==> src/rtl/core/smatch_pkg.sv <==
// Shared types and constants for the substring matcher.
// No dependencies; imported by every module of the block.
package smatch_pkg;

    localparam int DATA_W = 8;

    // Operation codes carried in the op field of an input word.
    localparam logic OP_PATTERN = 1'b0;
    localparam logic OP_TEXT    = 1'b1;

    // One input word as held in the input register.
    typedef struct packed {
        logic              op;
        logic [DATA_W-1:0] data;
        logic              last;
    } smatch_item_t;

endpackage

==> src/rtl/core/smatch_pattern.sv <==
// Pattern store: a shift line of pattern bytes, a length mask and the load state.
// Depends on smatch_pkg.
module smatch_pattern #(
    parameter int MAX_LEN = 64,
    localparam int LEN_W = $clog2(MAX_LEN + 1)
) (
    input  logic                                          aclk,
    input  logic                                          aresetn,
    input  logic                                          step,
    input  smatch_pkg::smatch_item_t                      item,
    output logic [MAX_LEN-1:0][smatch_pkg::DATA_W-1:0]    pat,
    output logic [MAX_LEN-1:0]                            mask,
    output logic [LEN_W-1:0]                              len
);
    import smatch_pkg::*;

    // The newest pattern byte sits at index 0, so entry j lines up with
    // window entry j once the whole pattern is loaded.
    logic [MAX_LEN-1:0][DATA_W-1:0] pat_reg, pat_next;
    logic [MAX_LEN-1:0]             mask_reg, mask_next;
    logic [LEN_W-1:0]               len_reg, len_next;
    logic                           open_reg, open_next;
    logic [LEN_W-1:0]               len_base;
    logic [MAX_LEN-1:0]             mask_base;

    always_comb begin
        pat_next  = pat_reg;
        mask_next = mask_reg;
        len_next  = len_reg;
        open_next = open_reg;
        // A byte arriving with no pattern open starts a fresh pattern.
        len_base  = open_reg ? len_reg : '0;
        mask_base = open_reg ? mask_reg : '0;
        if (step) begin
            if (item.op == OP_TEXT) begin
                open_next = 1'b0;
            end else begin
                len_next  = len_base;
                mask_next = mask_base;
                if (len_base < LEN_W'(MAX_LEN)) begin
                    pat_next  = {pat_reg[MAX_LEN-2:0], item.data};
                    mask_next = {mask_base[MAX_LEN-2:0], 1'b1};
                    len_next  = len_base + LEN_W'(1);
                end
                open_next = !item.last;
            end
        end
    end

    always_ff @(posedge aclk) begin
        if (!aresetn) begin
            mask_reg <= '0;
            len_reg  <= '0;
            open_reg <= 1'b0;
        end else begin
            mask_reg <= mask_next;
            len_reg  <= len_next;
            open_reg <= open_next;
        end
    end

    always_ff @(posedge aclk) begin
        pat_reg <= pat_next;
    end

    assign pat  = pat_reg;
    assign mask = mask_reg;
    assign len  = len_reg;

endmodule

==> src/rtl/core/smatch_window.sv <==
// Text window: shift line of text bytes, parallel compare and sticky match flag.
// Depends on smatch_pkg.
module smatch_window #(
    parameter int MAX_LEN = 64,
    localparam int LEN_W = $clog2(MAX_LEN + 1)
) (
    input  logic                                          aclk,
    input  logic                                          aresetn,
    input  logic                                          step,
    input  smatch_pkg::smatch_item_t                      item,
    input  logic [MAX_LEN-1:0][smatch_pkg::DATA_W-1:0]    pat,
    input  logic [MAX_LEN-1:0]                            mask,
    input  logic [LEN_W-1:0]                              plen,
    output logic                                          result,
    output logic                                          found
);
    import smatch_pkg::*;

    // Entries at or above the text count are never compared, so the window
    // itself needs no clearing between texts.
    logic [MAX_LEN-1:0][DATA_W-1:0] win_reg, win_next, win_shift;
    logic [LEN_W-1:0]               cnt_reg, cnt_next, cnt_inc;
    logic                           seen_reg, seen_next, seen_any;
    logic [MAX_LEN-1:0]             ok;
    logic                           hit, text_step;

    always_comb begin
        win_shift = {win_reg[MAX_LEN-2:0], item.data};
        cnt_inc   = (cnt_reg < LEN_W'(MAX_LEN)) ? cnt_reg + LEN_W'(1) : cnt_reg;
        for (int j = 0; j < MAX_LEN; j++) begin
            ok[j] = !mask[j] || (win_shift[j] == pat[j]);
        end
        hit       = (plen == '0) || ((cnt_inc >= plen) && (&ok));
        seen_any  = seen_reg || hit;
        text_step = step && (item.op == OP_TEXT);

        win_next  = win_reg;
        cnt_next  = cnt_reg;
        seen_next = seen_reg;
        if (text_step) begin
            win_next = win_shift;
            if (item.last) begin
                cnt_next  = '0;
                seen_next = 1'b0;
            end else begin
                cnt_next  = cnt_inc;
                seen_next = seen_any;
            end
        end
    end

    always_ff @(posedge aclk) begin
        if (!aresetn) begin
            cnt_reg  <= '0;
            seen_reg <= 1'b0;
        end else begin
            cnt_reg  <= cnt_next;
            seen_reg <= seen_next;
        end
    end

    always_ff @(posedge aclk) begin
        win_reg <= win_next;
    end

    assign result = text_step && item.last;
    assign found  = seen_any;

endmodule

==> src/rtl/core/substring_match_top.sv <==
// Substring matcher: streams text words against a stored pattern of up to MAX_LEN bytes.
// Result path: input register, then output register, which holds the found word.
// Throughput: one input word per cycle; a last text word waits while a result stalls.
// Reset (synchronous, active low) empties the pattern, which then matches any text,
// and clears the text state; the pattern bytes themselves are not cleared.
// Depends on smatch_pkg, smatch_pattern and smatch_window.
module substring_match_top #(
    parameter int MAX_LEN = 64
) (
    input  logic                              aclk,
    input  logic                              aresetn,
    input  logic                              s_valid,
    output logic                              s_ready,
    input  logic                              s_op,
    input  logic [smatch_pkg::DATA_W-1:0]     s_data,
    input  logic                              s_last,
    output logic                              m_valid,
    input  logic                              m_ready,
    output logic                              m_found
);
    import smatch_pkg::*;

    localparam int LEN_W = $clog2(MAX_LEN + 1);

    // Input register. Every accepted word lands here first; once it advances it is
    // applied to the pattern store or the text window in one pass.
    smatch_item_t s1_item_reg, s1_item_next;
    logic         s1_vld_reg, s1_vld_next;

    // Output register. It holds a finished result while the consumer stalls, and
    // the input side keeps taking words meanwhile, up to the next last text word.
    logic         m_valid_reg, m_valid_next;
    logic         m_found_reg, m_found_next;

    logic         s1_is_result;
    logic         advance;
    logic         accept;

    logic [MAX_LEN-1:0][DATA_W-1:0] pat;
    logic [MAX_LEN-1:0]             mask;
    logic [LEN_W-1:0]               plen;
    logic                           result;
    logic                           found;

    // Only the last text word produces a result, so only it can be held back
    // by a full output register. Pattern words and other text words always
    // move on, so the input side runs at one word per cycle while no result is held back.
    assign s1_is_result = (s1_item_reg.op == OP_TEXT) && s1_item_reg.last;
    assign advance      = s1_vld_reg && (!s1_is_result || !m_valid_reg || m_ready);
    assign s_ready      = !s1_vld_reg || advance;
    assign accept       = s_valid && s_ready;

    always_comb begin
        s1_item_next = s1_item_reg;
        s1_vld_next  = s1_vld_reg;
        if (accept) begin
            s1_item_next = '{op: s_op, data: s_data, last: s_last};
            s1_vld_next  = 1'b1;
        end else if (advance) begin
            s1_vld_next  = 1'b0;
        end

        m_valid_next = m_valid_reg;
        m_found_next = m_found_reg;
        if (result) begin
            m_valid_next = 1'b1;
            m_found_next = found;
        end else if (m_ready) begin
            m_valid_next = 1'b0;
        end
    end

    always_ff @(posedge aclk) begin
        if (!aresetn) begin
            s1_vld_reg  <= 1'b0;
            m_valid_reg <= 1'b0;
        end else begin
            s1_vld_reg  <= s1_vld_next;
            m_valid_reg <= m_valid_next;
        end
    end

    always_ff @(posedge aclk) begin
        s1_item_reg <= s1_item_next;
        m_found_reg <= m_found_next;
    end

    // The pattern is kept newest byte first, aligned with the text window,
    // so every compare lane looks at a fixed pair of entries.
    smatch_pattern #(
        .MAX_LEN (MAX_LEN)
    ) u_pattern (
        .aclk    (aclk),
        .aresetn (aresetn),
        .step    (advance),
        .item    (s1_item_reg),
        .pat     (pat),
        .mask    (mask),
        .len     (plen)
    );

    // The window compares all lanes at once against the byte being shifted
    // in, folds the outcome into the sticky flag and reports on the last word.
    smatch_window #(
        .MAX_LEN (MAX_LEN)
    ) u_window (
        .aclk    (aclk),
        .aresetn (aresetn),
        .step    (advance),
        .item    (s1_item_reg),
        .pat     (pat),
        .mask    (mask),
        .plen    (plen),
        .result  (result),
        .found   (found)
    );

    assign m_valid = m_valid_reg;
    assign m_found = m_found_reg;

endmodule

==> config.mk <==
export PLATFORM = sky130hd
export DESIGN_NAME = substring_match_top
export DESIGN_NICKNAME = d
export VERILOG_FILES = /design/src/rtl/core/smatch_pkg.sv /design/src/rtl/core/smatch_pattern.sv /design/src/rtl/core/smatch_window.sv /design/src/rtl/core/substring_match_top.sv
export SDC_FILE = /design/constraint.sdc
export NUM_CORES = 1
export LEC_CHECK = 0
export ABC_AREA = 1
export BUFFER_PORTS_ARGS = -buffer_cell sky130_fd_sc_hd__buf_2
export CORE_MARGIN = 5
export CORE_UTILIZATION = 30
export DETAILED_ROUTE_END_ITERATION = 8
export GPL_TIMING_DRIVEN = 0
export PLACE_DENSITY = 0.54
export REMOVE_ABC_BUFFERS = 1
export SLEW_MARGIN = 40
export SYNTH_ARGS = -nofsm -noshare
export SYNTH_HDL_FRONTEND = slang
export SYNTH_SLANG_ARGS = --single-unit
==> constraint.sdc <==
create_clock -name aclk -period 8.95 [get_ports aclk]
set_input_delay 0.895 -clock aclk [delete_from_list [all_inputs] [get_ports aclk]]
set_output_delay 0.895 -clock aclk [all_outputs]
set_load 0.01 [all_outputs]
* Word level (Yosys, flattened, before mapping) *
Index checks and enable logic that the tools add are counted.

word-level totals
  register bits after elaboration = 1109
  output and inout bits = 3
  bits of input ports = 14
  word-level logic and storage cells = 372

cells by class
  add/subtract/negate cells = 2
  bitwise logic cells = 1
  equal/unequal tests = 65
  mux-type cells = 12
  magnitude comparators = 3
  reduce and logical (&&, ||, !) cells = 150

operators by type and width
  kind                                                           number
  8-bit == test                                                  64
  64-bit two-way mux                                             2
  1-bit logical OR                                               69
  1-bit logical NOT                                              68
  64-bit AND reduction                                           1
  7-bit two-way mux                                              4
  7-bit by 1-bit adder with 7-bit output, second input constant  2
  7-bit less-than comparator, second input constant              2
  7-bit >= comparator                                            1
  7-bit logical NOT                                              1
  1-bit logical AND                                              6
  1-bit two-way mux                                              6
  3-bit AND reduction                                            2
  2-bit nonzero test                                             2
  2-bit != test, second input constant                           1
  2-bit AND reduction                                            1
  1-bit inverter                                                 1

* Longest topological paths before layout *
  word-level depth = 8
  depth in mapped cells = 15
  mapped depth without buffers = 15

* Modules after synthesis *
From an unflattened synthesis, not the netlist that was laid out.

unflattened totals
  cells, all modules = 2741
  area total of the unflattened synthesis = 41637.4 µm²

by module, submodules not included
  module               times used  area each (µm²)  cells an instance  seq. area each (µm²)
  smatch_window        1           22572.9          1758               15294.7
  smatch_pattern       1           18622.9          957                16816.1
  substring_match_top  1           441.7            26                 370.4

* Worst setup path after synthesis *
No wires, ideal clock.

  path type = register -> register
  from = register s1_item_reg[9] in the netlist's numbering
  to = register u_pattern.len_reg[6] (netlist: u_pattern.len[6])
  setup time = 0.448 ns
  period minus slack after synthesis = 7.631 ns
  arrival = 7.183 ns
  setup slack = 1.319 ns
  buffers on the path = 1
  stages on the path, launching flop included = 6
  cells stage by stage = edfxtp_1 > nor2_4 > nand2_4 > inv_2 > buf_2 > a221oi_1

between the ends
  word-level cells in the longest chain between the ends = 6

RTL lines
  item                                    RTL line                   text
  start: declaration                      substring_match_top.sv:27  smatch_item_t s1_item_reg, s1_item_next;
  start signal: assignment                substring_match_top.sv:84  s1_item_reg <= s1_item_next;
  1-bit logical AND                       substring_match_top.sv:48  assign s1_is_result = (s1_item_reg.op == OP_TEXT) && s1_item_reg.last;
  1-bit logical NOT                       substring_match_top.sv:49  assign advance = s1_vld_reg && (!s1_is_result || !m_valid_reg || m_ready);
  1-bit logical OR (2 in a row)           substring_match_top.sv:49
  1-bit logical AND                       substring_match_top.sv:49
  2-bit AND reduction (no source line) *  --
  end signal: assignment                  smatch_pattern.sv:57       len_reg <= len_next;
  end: declaration                        smatch_pattern.sv:21       logic [LEN_W-1:0] len_reg, len_next;

Every way passes the cells marked *; elsewhere a longest branch is shown, timed or not.
A chain may end at the register's enable or synchronous reset.

* Worst setup path in the final report *
  from = register s1_item_reg[0] in the netlist's numbering
  to = register u_window.win_reg[157] in the netlist's numbering (enable)

between the ends
  word-level cells in the longest chain between the ends = 6

RTL lines
  item                           RTL line                   text
  1-bit logical AND              substring_match_top.sv:48
  1-bit logical NOT              substring_match_top.sv:49
  1-bit logical OR (2 in a row)  substring_match_top.sv:49
  1-bit logical AND              substring_match_top.sv:49
  1-bit logical AND              smatch_window.sv:35        text_step = step && (item.op == OP_TEXT);
  named net u_window.text_step   smatch_window.sv:25        logic hit, text_step;
  end signal: assignment         smatch_window.sv:63        win_reg <= win_next;
  end: declaration               smatch_window.sv:21        logic [MAX_LEN-1:0][DATA_W-1:0] win_reg, win_next, win_shift;

The timed path passes the listed nets, and every way through them passes these cells.

==> reports/results.txt <==
Tmin final: 3.249 ns
post-synth top area cell: edfxtp_1
CP bufs+invs: 5
Final HPWL DP: 38630 um
TritonCTS clock tree: built
final hold viol count: 0
n_diodes: 0
global route overflow: 0
die area: 145000 um^2
register-to-register path setup slack: 5.70 ns
Ports: 17
fraction of layout cells with a size suffix above 1: 7.212%
RSZ-0062 raised after global routing: no
Synth area leaders: edfxtp_1, xnor2_1, nand2_1, dfxtp_1, nor2_1
Num CTS Buffers: 112
# DRC: 0
crit path launch type: flop
Synth async-reset ratio: 0%
Setup crit end: u_window.win_reg[157]
P&R area growth vs syn: 15.22%
root cell of the clock tree: clkbuf_16
synthesized area: 41240 um^2
most numerous cell in the Yosys netlist: edfxtp_1
fin area: 47520 um^2
Post-CTS Setup Inserts: 0
Register Area: 32480 um^2
Synth Flop Type: edfxtp_1
Max Slew Vio Count: 0
placed cell areas: 43910 um^2
GPL Wtd Cong: 0.6969
clock sinks: 1109
RR Endpoint: u_window.win_reg[157]
crit end category: flop
RR Startpoint: s1_item_reg[0]
Core ar.: 137000 um^2
Iter 0 DRT Violations: 1211
Crit path max-delay family: buffers and inverters
Yosys top cell area share: 74.78%
Setup violations, final: 0
max-cap violation count: 0
synth cell count leaders: edfxtp_1, nand2_1, xnor2_1, nor2_1, inv_1
CP Depth: 8
htree depth: 3
maximum VDD drop: 0.1677 mV
cell leakage power: 14.82 nW
DR vias: 19079
Critical Path Max Stage Delay: 0.49 ns
layer with the highest usage: met2
crit path kind: reg2reg
Routed WL: 64610 um
layout net count: 2811
worst path arrival time: 3.55 ns
FMAX: 307.8 MHz
CP required: 9.25 ns
hold buffers post-CTS: 0
Ys Warns: 0
max reg flops: 512
clk_lat worst skew: 0.70 ns
outcome: finished clean
die width: 380.8 um
antenna violations before repair: 1
routing usage on met1: 11.74%
met2 Track Usage GR: 14.19%
Fill cells: 12965
Worst-path clk slew: 0.06 ns
register area share after synthesis: 78.76%
first drt pass iteration count: 5
P per Cell Area: 222.8 nW/um^2
WL per Instance: 13.81 um
Post-synth EDFFs: 1027
most frequent cell on the critical path: buf_16
cts repair resizes: 0
worst slew pin tran: 0.6532 ns
GRT Util Overall: 8.717%
first-pass GRT wire length: 103300 um
R2R depth: 8
Die Ht: 380.8 um
#FFs+latches synth: 1109
final hold slack: 0.3714 ns
Final Util: 34.69%
Buffers on Ports: 16
clk_skew: 0.05091 ns
CP max FO: 113
Critical Path Source: s1_item_reg[0]
vias in the first global route: 19377
Site Rows: 136
CTS max path bufs: 3
routed vias/inst: 4.078
Syn Area/Cell: 15.48 um^2
Initial Util: 30.11%
Routed Antenna Nets: 0
multi-input logic area: 7971 um^2
Worst Hold Class: in2reg
Unique masters post-synth: 33
met3 global-route usage: 1.849%
PnR Total Power: 0.01059 W
worst path cell trace: inv_2 -> nor3_2 -> a21oi_1 -> nand2_2 -> inv_16 -> buf_16 -> buf_16 -> buf_16
Post-Syn Instances: 2664
slew margin rel.: 56.45%
largest net degree at the start of global routing: 114
Crit-path slowest cell: edfxtp_1
final worst-path cycle share: 36.30%
==> metrics by stage <==
stage	setup slack, ns	TNS, ns	cells
after CTS	5.587	0	4678
final	5.701	0	4678
after detailed placement	5.254	0	4468
after global routing	5.428	0	4678
after global placement	-2.563	-1352.06	4453
after floorplan	1.476	0	2643
==> layout by cell type (no fill, tap or decap), drive strengths merged, types with 2 or more instances in the layout <==
cell and n:
edfxtp 1027, nand2 503, xnor2 490, nor2 211
inv 187, clkbuf 148, dfxtp 82, o22ai 61
clkinv 49, buf 31, a21oi 20, xor2 13
o21ai 10, ha 9, nor3 9, bufinv 8
nand3 8, nand4 6, clkinvlp 4, o21a 2
==> layout make-up <==
type | instances | area share (%)
clock inverters | 62 | 1.322
flip-flops and latches | 1109 | 68.36
clock buffers | 148 | 6.267
multi-input cells | 1348 | 16.78
inverters | 186 | 1.530
repair buffers | 31 | 1.022
well taps | 1794 | 4.724
==> cells by family after synthesis <==
| family | share of synthesized area [%] |
|---|---|
| flops | 78.76 |
| simple gates | 6.951 |
| xor+xnor | 10.68 |
| buf+inv | 1.930 |
| compound gates | 1.405 |
| fa+ha+maj | 0.2731 |
==> per-layer routing <==
layer | part of all wire [%] | wire [um]
met5 | 0.020 | 13
met1 | 46 | 29850
met4 | 2.6 | 1690
met3 | 4.2 | 2732
met2 | 47 | 30320
==> where the power goes <==
part | leakage, nW | total, W | internal (W) | switching, W
Clock | 1.74 | 0.00451 | 0.00259 | 0.00193
Sequential | 9.73 | 0.00583 | 0.00576 | 0.0000726
Combinational | 3.35 | 0.000239 | 0.0000915 | 0.000148
==> worst min path at each step <==
| stage | startpoint | end | slack, ns | cells past startpoint |
|---|---|---|---|---|
| 3_5_place_dp | u_pattern.pat[167] | u_pattern.pat[175] | 0.46 | 0 |
| 5_1_grt | s_data[6] | s1_item_reg[7] | 0.32 | 1 |
| 4_1_cts | s_data[3] | s1_item_reg[4] | 0.31 | 1 |
| 6_report | s_data[3] | s1_item_reg[4] | 0.37 | 1 |
| 3_3_place_gp | u_window.win_reg[35] | u_window.win_reg[43] | 0.45 | 0 |
| 2_1_floorplan | u_pattern.mask[63] | u_pattern.mask[63] | 0.44 | 2 |
No activity file was read; power rests on OpenSTA's default activity.
